## src/sv/spwm_pkg.sv

```systemverilog
// ----------------------------------------------------------------------------
// Three-phase SPWM package
// Shared constants, configuration and command types, and the quarter-wave
// sine table built at elaboration.
// ----------------------------------------------------------------------------
package spwm_pkg;

    localparam int PHASE_BITS      = 32;
    localparam int TABLE_ADDR_BITS = 10;
    localparam int QTR_BITS        = TABLE_ADDR_BITS - 2;
    localparam int QTR             = 1 << QTR_BITS;

    localparam int CFG_IDX_W  = 2;
    localparam int CFG_DATA_W = 32;
    localparam int CMP_W      = 16;
    localparam int SINE_W     = 16;

    localparam logic [CFG_IDX_W-1:0] CFG_ENABLE     = 2'd0;
    localparam logic [CFG_IDX_W-1:0] CFG_PHASE_STEP = 2'd1;
    localparam logic [CFG_IDX_W-1:0] CFG_MOD_INDEX  = 2'd2;
    localparam logic [CFG_IDX_W-1:0] CFG_PERIOD     = 2'd3;

    localparam logic [15:0] M_ONE       = 16'd32768;
    localparam logic [15:0] PERIOD_RST  = 16'd65535;
    localparam logic [63:0] Q30_ONE     = 64'd1 << 30;
    localparam logic [63:0] HALF_PI_Q30 = 64'd1686629713;

    localparam logic [PHASE_BITS-1:0] PH_THIRD =
        PHASE_BITS'(((64'd1 << PHASE_BITS) + 64'd1) / 64'd3);

    typedef enum logic [1:0] {
        LANE_U,
        LANE_V,
        LANE_W
    } lane_t;

    typedef struct packed {
        logic                  enable;
        logic [PHASE_BITS-1:0] phase_step;
        logic [15:0]           mod_index;
        logic [15:0]           period;
    } cfg_t;

    typedef struct packed {
        logic  clear_phase;
        logic  sine_en;
        logic  mul_en;
        logic  scale_en;
        logic  store_en;
        logic  load_out;
        lane_t lane;
    } ctrl_cmd_t;

    typedef logic [SINE_W-2:0] sine_qtr_t [QTR];

    function automatic logic [SINE_W-2:0] quarter_sine(input logic [63:0] x);
        logic [63:0] x2;
        logic [63:0] t;
        logic [63:0] d;
        logic [63:0] s;
        x2 = (x * x) >> 30;
        t  = Q30_ONE;
        d  = ((x2 * t) >> 30) / 64'd110;
        t  = (d >= Q30_ONE) ? 64'd0 : Q30_ONE - d;
        d  = ((x2 * t) >> 30) / 64'd72;
        t  = (d >= Q30_ONE) ? 64'd0 : Q30_ONE - d;
        d  = ((x2 * t) >> 30) / 64'd42;
        t  = (d >= Q30_ONE) ? 64'd0 : Q30_ONE - d;
        d  = ((x2 * t) >> 30) / 64'd20;
        t  = (d >= Q30_ONE) ? 64'd0 : Q30_ONE - d;
        d  = ((x2 * t) >> 30) / 64'd6;
        t  = (d >= Q30_ONE) ? 64'd0 : Q30_ONE - d;
        s  = (x * t) >> 30;
        s  = (s + (64'd1 << 14)) >> 15;
        if (s > 64'd32767) begin
            s = 64'd32767;
        end
        return s[SINE_W-2:0];
    endfunction

    function automatic sine_qtr_t build_sine_qtr();
        sine_qtr_t tab;
        for (int k = 0; k < QTR; k++) begin
            tab[k] = quarter_sine((64'(k) * HALF_PI_Q30) >> QTR_BITS);
        end
        return tab;
    endfunction

    localparam sine_qtr_t SINE_QTR = build_sine_qtr();
    localparam logic [SINE_W-2:0] SINE_PEAK =
        quarter_sine((64'(QTR) * HALF_PI_Q30) >> QTR_BITS);

endpackage

```

## src/sv/spwm_regs.sv

```systemverilog
// ----------------------------------------------------------------------------
// SPWM configuration registers
// Write port decode for enable, phase step, modulation index and period.
// ----------------------------------------------------------------------------
module spwm_regs
    import spwm_pkg::*;
(
    input  logic                  aclk,
    input  logic                  aresetn,
    input  logic                  cfg_valid,
    output logic                  cfg_ready,
    input  logic [CFG_IDX_W-1:0]  cfg_index,
    input  logic [CFG_DATA_W-1:0] cfg_data,
    output cfg_t                  cfg
);

    cfg_t        cfg_reg;
    logic [15:0] mod_in;

    assign cfg_ready = 1'b1;
    assign cfg       = cfg_reg;
    assign mod_in    = cfg_data[15:0];

    always_ff @(posedge aclk) begin
        if (!aresetn) begin
            cfg_reg.enable     <= 1'b0;
            cfg_reg.phase_step <= '0;
            cfg_reg.mod_index  <= '0;
            cfg_reg.period     <= PERIOD_RST;
        end else if (cfg_valid && cfg_ready) begin
            unique case (cfg_index)
                CFG_ENABLE:     cfg_reg.enable     <= cfg_data[0];
                CFG_PHASE_STEP: cfg_reg.phase_step <= PHASE_BITS'(cfg_data);
                CFG_MOD_INDEX:  cfg_reg.mod_index  <= (mod_in > M_ONE) ? M_ONE : mod_in;
                CFG_PERIOD:     cfg_reg.period     <= cfg_data[15:0];
                default: ;
            endcase
        end
    end

endmodule

```

## src/sv/spwm_dpath.sv

```systemverilog
// ----------------------------------------------------------------------------
// SPWM datapath
// Phase accumulator, sine lookup, modulation and period scaling, lane
// result registers and the output item register.
// ----------------------------------------------------------------------------
module spwm_dpath
    import spwm_pkg::*;
(
    input  logic              aclk,
    input  logic              aresetn,
    input  cfg_t              cfg,
    input  ctrl_cmd_t         cmd,
    output logic [3*CMP_W-1:0] out_data
);

    logic [PHASE_BITS-1:0]      phase_reg;
    logic [PHASE_BITS-1:0]      ph_sel;
    logic [TABLE_ADDR_BITS-1:0] addr;
    logic [1:0]                 quad;
    logic [QTR_BITS-1:0]        r;
    logic [QTR_BITS:0]          k;
    logic [SINE_W-2:0]          mag;
    logic signed [SINE_W-1:0]   sine_next;
    logic signed [SINE_W-1:0]   sine_reg;
    logic signed [32:0]         prod_next;
    logic signed [32:0]         prod_reg;
    logic signed [32:0]         lvl_sum;
    logic [30:0]                level;
    logic [46:0]                scaled;
    logic [CMP_W-1:0]           cnt_reg;
    logic [CMP_W-1:0]           clamped;
    logic [CMP_W-1:0]           cmp_u_reg;
    logic [CMP_W-1:0]           cmp_v_reg;
    logic [CMP_W-1:0]           cmp_w_reg;
    logic [3*CMP_W-1:0]         out_data_reg;

    always_comb begin
        unique case (cmd.lane)
            LANE_U:  ph_sel = phase_reg;
            LANE_V:  ph_sel = phase_reg - PH_THIRD;
            LANE_W:  ph_sel = phase_reg + PH_THIRD;
            default: ph_sel = phase_reg;
        endcase
    end

    assign addr      = ph_sel[PHASE_BITS-1 -: TABLE_ADDR_BITS];
    assign quad      = addr[TABLE_ADDR_BITS-1 -: 2];
    assign r         = addr[QTR_BITS-1:0];
    assign k         = quad[0] ? ((QTR_BITS+1)'(QTR) - {1'b0, r}) : {1'b0, r};
    assign mag       = k[QTR_BITS] ? SINE_PEAK : SINE_QTR[k[QTR_BITS-1:0]];
    assign sine_next = quad[1] ? -$signed({1'b0, mag}) : $signed({1'b0, mag});

    assign prod_next = 33'($signed({1'b0, cfg.mod_index})) * 33'(sine_reg);
    assign lvl_sum   = prod_reg + (33'sd1 <<< 30);
    assign level     = lvl_sum[30:0];
    assign scaled    = 47'(cfg.period) * 47'(level);
    assign clamped   = (cnt_reg > cfg.period) ? cfg.period : cnt_reg;
    assign out_data  = out_data_reg;

    always_ff @(posedge aclk) begin
        if (!aresetn) begin
            phase_reg <= '0;
        end else if (cmd.clear_phase) begin
            phase_reg <= '0;
        end else if (cmd.load_out) begin
            phase_reg <= phase_reg + cfg.phase_step;
        end
    end

    always_ff @(posedge aclk) begin
        if (cmd.sine_en) begin
            sine_reg <= sine_next;
        end
        if (cmd.mul_en) begin
            prod_reg <= prod_next;
        end
        if (cmd.scale_en) begin
            cnt_reg <= scaled[46:31];
        end
        if (cmd.store_en) begin
            unique case (cmd.lane)
                LANE_U:  cmp_u_reg <= clamped;
                LANE_V:  cmp_v_reg <= clamped;
                LANE_W:  cmp_w_reg <= clamped;
                default: ;
            endcase
        end
        if (cmd.load_out) begin
            out_data_reg <= {cmp_w_reg, cmp_v_reg, cmp_u_reg};
        end
    end

endmodule

```

## src/sv/spwm_ctrl.sv

```systemverilog
// ----------------------------------------------------------------------------
// SPWM controller
// Sequences one tick through the three lanes and hands the item to the
// output register.
// ----------------------------------------------------------------------------
module spwm_ctrl
    import spwm_pkg::*;
(
    input  logic      aclk,
    input  logic      aresetn,
    input  logic      s_tvalid,
    output logic      s_tready,
    input  logic      restart,
    input  logic      enable,
    output logic      m_tvalid,
    input  logic      m_tready,
    output ctrl_cmd_t cmd
);

    typedef enum logic [2:0] {
        S_IDLE,
        S_SINE,
        S_MUL,
        S_SCALE,
        S_STORE,
        S_WAIT
    } state_t;

    state_t state_reg;
    state_t state_next;
    lane_t  lane_reg;
    lane_t  lane_next;
    logic   out_valid_reg;
    logic   out_valid_next;
    logic   accept;
    logic   out_free;

    assign s_tready = (state_reg == S_IDLE);
    assign m_tvalid = out_valid_reg;
    assign accept   = s_tvalid && s_tready;
    assign out_free = !out_valid_reg || m_tready;

    always_comb begin
        cmd             = '0;
        cmd.lane        = lane_reg;
        state_next      = state_reg;
        lane_next       = lane_reg;
        out_valid_next  = out_valid_reg && !m_tready;
        unique case (state_reg)
            S_IDLE: begin
                cmd.clear_phase = accept && restart;
                if (accept && enable) begin
                    state_next = S_SINE;
                    lane_next  = LANE_U;
                end
            end
            S_SINE: begin
                cmd.sine_en = 1'b1;
                state_next  = S_MUL;
            end
            S_MUL: begin
                cmd.mul_en = 1'b1;
                state_next = S_SCALE;
            end
            S_SCALE: begin
                cmd.scale_en = 1'b1;
                state_next   = S_STORE;
            end
            S_STORE: begin
                cmd.store_en = 1'b1;
                unique case (lane_reg)
                    LANE_U: begin
                        lane_next  = LANE_V;
                        state_next = S_SINE;
                    end
                    LANE_V: begin
                        lane_next  = LANE_W;
                        state_next = S_SINE;
                    end
                    default: begin
                        state_next = S_WAIT;
                    end
                endcase
            end
            S_WAIT: begin
                if (out_free) begin
                    cmd.load_out   = 1'b1;
                    out_valid_next = 1'b1;
                    state_next     = S_IDLE;
                end
            end
            default: begin
                state_next = S_IDLE;
            end
        endcase
    end

    always_ff @(posedge aclk) begin
        if (!aresetn) begin
            state_reg     <= S_IDLE;
            lane_reg      <= LANE_U;
            out_valid_reg <= 1'b0;
        end else begin
            state_reg     <= state_next;
            lane_reg      <= lane_next;
            out_valid_reg <= out_valid_next;
        end
    end

endmodule

```

## src/sv/three_phase_spwm_generator_core.sv

```systemverilog
// ----------------------------------------------------------------------------
// Three-phase SPWM generator core
// Each accepted enabled tick is stepped through sine, multiply, scale and store
// for each lane, then the output item is loaded, m_tvalid is raised and the
// controller returns to idle; a disabled tick finishes in its accept cycle. A new
// tick is taken only in idle, and a held item stalls the load.
// Reset (aresetn low, synchronous): phase zero, registers at reset values.
// ----------------------------------------------------------------------------
module three_phase_spwm_generator_core
    import spwm_pkg::*;
(
    input  logic                   aclk,
    input  logic                   aresetn,
    input  logic                   s_tvalid,
    output logic                   s_tready,
    input  logic [7:0]             s_tdata,    // [0] restart
    output logic                   m_tvalid,
    input  logic                   m_tready,
    output logic [3*CMP_W-1:0]     m_tdata,    // [15:0] compare_u, [31:16] compare_v,
                                               // [47:32] compare_w
    input  logic                   cfg_valid,
    output logic                   cfg_ready,
    input  logic [CFG_IDX_W-1:0]   cfg_index,
    input  logic [CFG_DATA_W-1:0]  cfg_data
);

    cfg_t      cfg;
    ctrl_cmd_t cmd;

    spwm_regs u_regs (
        .aclk      (aclk),
        .aresetn   (aresetn),
        .cfg_valid (cfg_valid),
        .cfg_ready (cfg_ready),
        .cfg_index (cfg_index),
        .cfg_data  (cfg_data),
        .cfg       (cfg)
    );

    spwm_ctrl u_ctrl (
        .aclk     (aclk),
        .aresetn  (aresetn),
        .s_tvalid (s_tvalid),
        .s_tready (s_tready),
        .restart  (s_tdata[0]),
        .enable   (cfg.enable),
        .m_tvalid (m_tvalid),
        .m_tready (m_tready),
        .cmd      (cmd)
    );

    spwm_dpath u_dpath (
        .aclk     (aclk),
        .aresetn  (aresetn),
        .cfg      (cfg),
        .cmd      (cmd),
        .out_data (m_tdata)
    );

endmodule

```

## config.mk

```make
export PLATFORM = sky130hd
export DESIGN_NAME = three_phase_spwm_generator_core
export DESIGN_NICKNAME = d
export VERILOG_FILES = /design/src/sv/spwm_pkg.sv /design/src/sv/spwm_regs.sv /design/src/sv/spwm_dpath.sv /design/src/sv/spwm_ctrl.sv /design/src/sv/three_phase_spwm_generator_core.sv
export SDC_FILE = /design/constraint.sdc
export NUM_CORES = 2
export LEC_CHECK = 0
export BUFFER_PORTS_ARGS = -buffer_cell sky130_fd_sc_hd__buf_4
export CORE_ASPECT_RATIO = 1.75
export CORE_MARGIN = 4
export CORE_UTILIZATION = 41
export DETAILED_ROUTE_END_ITERATION = 6
export GPL_ROUTABILITY_DRIVEN = 0
export HOLD_SLACK_MARGIN = 0.15
export PLACE_DENSITY = 0.64
export SYNTH_ARGS = -nofsm -noshare
export SYNTH_HDL_FRONTEND = slang
export SYNTH_SLANG_ARGS = --single-unit
```

## constraint.sdc

```tcl
create_clock -name aclk -period 9.1 [get_ports aclk]
set_input_delay 1.82 -clock aclk [delete_from_list [all_inputs] [get_ports aclk]]
set_output_delay 1.82 -clock aclk [all_outputs]
set_load 0.02 [all_outputs]
```

==> results summary <==
The total of max-cap violations came out at 0. The worst-path cell with the longest stage delay is sky130_fd_sc_hd__nor3b_1. Setup repair after global routing left no endpoint under its margin. The post-synthesis average cell area is approximately 8.9 µm². The initial antenna violation count is 3.

For this design the static power due to leakage is 0.0199 µW. Summing every instance area after synthesis gives 0.0408 mm². Setup violations remaining at the end of the flow were counted as 0.

The number of setup buffers added after CTS is 0. The flip-flop and latch area came out at 0.00684 mm². The arrival time of the worst setup path is 8.70 ns. The iteration-0 DRC count of the detailed router is 2,681. In this run the clock root is driven by a sky130_fd_sc_hd__clkbuf_16. The share of the yosys chip area belonging to registers came out at 0.167. For this run, the total global-route usage over all layers was measured as 0.240. The post-synthesis register bit count is 262. The checks that failed: DRC. The flow ran to the end, but the final reports show violations. For this run, asynchronously set or reset flops after synthesis account for 0. Sorting the synthesized cells by area gives the leading types as sky130_fd_sc_hd__fa_1 29%, sky130_fd_sc_hd__edfxtp_1 12%, sky130_fd_sc_hd__ha_1 9.5%.

The final routed DRC violation total came out at 5. Along the worst path, the maximum fanout reaches 34. The largest net degree at the start of global routing is 88. The headroom to the max-slew limit came out at 0.209. The flip-flop count of the largest register after layout is 65. The number of pins exceeding their max-slew limit in the final report is 0. The worst path in the final design needs a cycle of 8.39 ns, including I/O delays and setup. The post-synthesis to final-layout area growth came out at 6.98%. The worst hold path passes through 0 cells.

Across the VDD grid, the largest voltage drop is 0.358 mV. The worst path required time came out at 9.41 ns. The most used flip-flop cell after synthesis is sky130_fd_sc_hd__edfxtp_1. The most common cell type on the critical path is sky130_fd_sc_hd__ha_1. Once the clock tree was built, the resizer swapped 0 gates to a different size.

The yosys synthesis warning count is 0. The die boundary width is 247 µm. On the worst path, the slowest cell contributes a delay of 0.55 ns. The clock reaches the later pin of the worst-skew pair after 0.59 ns. The multi-input logic area came out at 0.0301 mm². Power spread over the standard cell area amounts to around 220 mW/mm².

Summed over all instances, the cell type with the most area after synthesis is sky130_fd_sc_hd__fa_1. The routed layout has 33.5k vias. The TritonCTS clock tree is built. For the pin with the worst max-slew slack, the measured transition is 1.18 ns. The path type of the worst setup path is reg -> reg. The first detailed-routing pass took 7 iterations. The register clock-pin slew on the reported worst setup and hold paths came out at roughly 0.060 ns. The final HPWL from detailed placement is 96,100 µm. The first global-routing pass estimated 197,000 µm of wire. For this run the aggregate overflow at the end of global routing stands at 0. The core footprint came out at 0.0985 mm². The final clock period utilization by the worst path came out at 0.922. The number of hold buffers added after cts came out at 0.

Based on the critical path, the design can be clocked at up to 119 MHz. The class of the most critical hold timing path is reg -> reg. The net count after synthesis came out at 5,564. The clock skew after layout is 0.0238 ns. The worst setup path is launched from a flop.

The maximum count of clock buffers along a single path is 3. The cell count of the worst reg-to-reg path came out at 28. The final hold violation count is 0. The die area is 0.105 mm². In the final routed layout, each cell accounts on average for about 21 µm. The number of enable-type register cells in the synthesized netlist is around 160.

The critical path endpoint category is a flop. The number of placed I/O pins is 98. The number of sinks handled by clock tree synthesis came out at 262. The via count of the first global-routing pass came to 35.4k. Buffers inserted during clock tree synthesis total 27. The final worst slack is between 0.7 and 0.8 ns.

The pre-CTS setup slack came out at between 0.9 and 1 ns. The cell count after synthesis came out at approximately 4.6k. The number of nets with antenna violations after detailed routing is 0.

The die is around 430 µm tall. The site row count came out at 152. Of the post-synthesis cell area, the dominant cell type holds 0.293.

The count of buffers added on input and output ports is 89. The number of nets in the layout came out at about 5.5k. The sum of negative setup slack is 0 ns. In the final layout, the share of cells above drive strength 1 is 0.0696.

In this run the number of H-tree levels came out at 1. Fill cells in the final layout number 9,781. The via density per instance is 5.68. Counting distinct cell types in the post-synthesis netlist gives 119. The initial core utilization came out at 0.414. The post-detailed-routing wire length is 125,000 µm.
[cells by family (layout without fill, tap and decap cells)]
family,after synthesis,after routing,synth area share
buf+inv,1000,975,0.0957
flops,262,262,0.167
mux,44,44,0.0120
compound gates,779,779,0.133
simple gates,1516,1516,0.181
xor+xnor,99,99,0.0223
other cells,1,2,0.0000919
fa+ha+maj,908,908,0.388
[layer usage]
layer | share of wire | vias to the layer above | GRT usage
li1 | - | 15000 | -
met1 | 0.33 | 16600 | 0.245
met2 | 0.53 | 1354 | 0.451
met3 | 0.061 | 594 | 0.0335
met4 | 0.082 | 4 | 0.154
met5 | 0.00018 | - | 0
[per-stage QoR]
step | utilization | total power (µW) | cell area [µm²] | hold WS, ns | instances
after detailed placement | 0.435 | 8660 | 42800 | 0.405 | 5846
after CTS | 0.443 | 9790 | 43700 | 0.410 | 5893
final | 0.443 | 9640 | 43700 | 0.408 | 5894
after floorplan | - | 6600 | 40800 | 0.400 | 4609
after global placement | 0.435 | 8460 | 42800 | 0.401 | 5846
after global routing | 0.443 | 10800 | 43700 | 0.421 | 5894
[path summary, 6_finish.rpt]
check / from / to / slack [ns]
hold / removal: u_dpath.cmp_u_reg[3] / u_dpath.out_data[3] / 0.41
setup reg to reg: u_ctrl.lane_reg[0] / u_dpath.sine_reg[12] / 0.71
hold reg to reg: u_dpath.cmp_u_reg[3] / u_dpath.out_data[3] / 0.41
setup / recovery: u_ctrl.lane_reg[0] / u_dpath.sine_reg[12] / 0.71
[power breakdown]
group / internal (µW) / switching, µW
Clock: 570 / 502
Sequential: 1480 / 47.0
Combinational: 3060 / 3980
[synth_stat cells, types with 17 or more instances]
master                      count
sky130_fd_sc_hd__buf_2         45
sky130_fd_sc_hd__o21ai_0      137
sky130_fd_sc_hd__nand4_1       27
sky130_fd_sc_hd__xnor2_1       66
sky130_fd_sc_hd__a31oi_1       34
sky130_fd_sc_hd__nand2b_1      41
sky130_fd_sc_hd__o21a_1        20
sky130_fd_sc_hd__nor2_1       170
sky130_fd_sc_hd__a21o_1        43
sky130_fd_sc_hd__mux2i_1       21
sky130_fd_sc_hd__mux2_2        21
sky130_fd_sc_hd__o2111ai_1     17
sky130_fd_sc_hd__ha_1         310
sky130_fd_sc_hd__and2_1       311
sky130_fd_sc_hd__o211ai_1      45
sky130_fd_sc_hd__nand2_1      667
sky130_fd_sc_hd__fa_1         598
sky130_fd_sc_hd__nor3_1        71
sky130_fd_sc_hd__xor2_1        29
sky130_fd_sc_hd__dfxtp_1      103
sky130_fd_sc_hd__inv_1        734
sky130_fd_sc_hd__nand3_1       67
sky130_fd_sc_hd__clkbuf_1     188
sky130_fd_sc_hd__a21oi_1      184
sky130_fd_sc_hd__a21boi_0      40
sky130_fd_sc_hd__nor2b_1       38
sky130_fd_sc_hd__edfxtp_1     159
sky130_fd_sc_hd__and3_1        21
sky130_fd_sc_hd__a211oi_1      31
sky130_fd_sc_hd__nor4_1        17
[area by class of cell]
class / instances / area share
diodes: 1 / 0.0000573
clock buffers: 34 / 0.0166
clock inverters: 13 / 0.00215
inverters: 739 / 0.0637
multi-input cells: 3347 / 0.690
flip-flops and latches: 262 / 0.157
well taps: 1309 / 0.0375
repair buffers: 189 / 0.0331
[worst max-delay path: cells and delay by family (launching register included)]
kind	cells	cell delay, ns
AO/OA/AOI/OAI	10	2.89
AND/OR/NAND/NOR	6	1.80
adder cells (fa/ha/maj)	5	1.67
buffers and inverters	5	1.16
flip-flops	1	0.34
XOR/XNOR	1	0.17
multiplexers	1	0.09
[placed cells by master (no fill, tap or decap), types with 38 or more instances in the layout]
master,instances
sky130_fd_sc_hd__inv_1,733
sky130_fd_sc_hd__o211ai_1,45
sky130_fd_sc_hd__o21ai_0,137
sky130_fd_sc_hd__buf_4,187
sky130_fd_sc_hd__fa_1,598
sky130_fd_sc_hd__nand3_1,67
sky130_fd_sc_hd__a21oi_1,184
sky130_fd_sc_hd__a21o_1,43
sky130_fd_sc_hd__dfxtp_1,103
sky130_fd_sc_hd__nor2b_1,38
sky130_fd_sc_hd__ha_1,309
sky130_fd_sc_hd__nor2_1,169
sky130_fd_sc_hd__nand2b_1,41
sky130_fd_sc_hd__xnor2_1,66
sky130_fd_sc_hd__a21boi_0,40
sky130_fd_sc_hd__nand2_1,667
sky130_fd_sc_hd__edfxtp_1,159
sky130_fd_sc_hd__nor3_1,69
sky130_fd_sc_hd__and2_1,311
No activity file was read; power rests on OpenSTA's default activity.
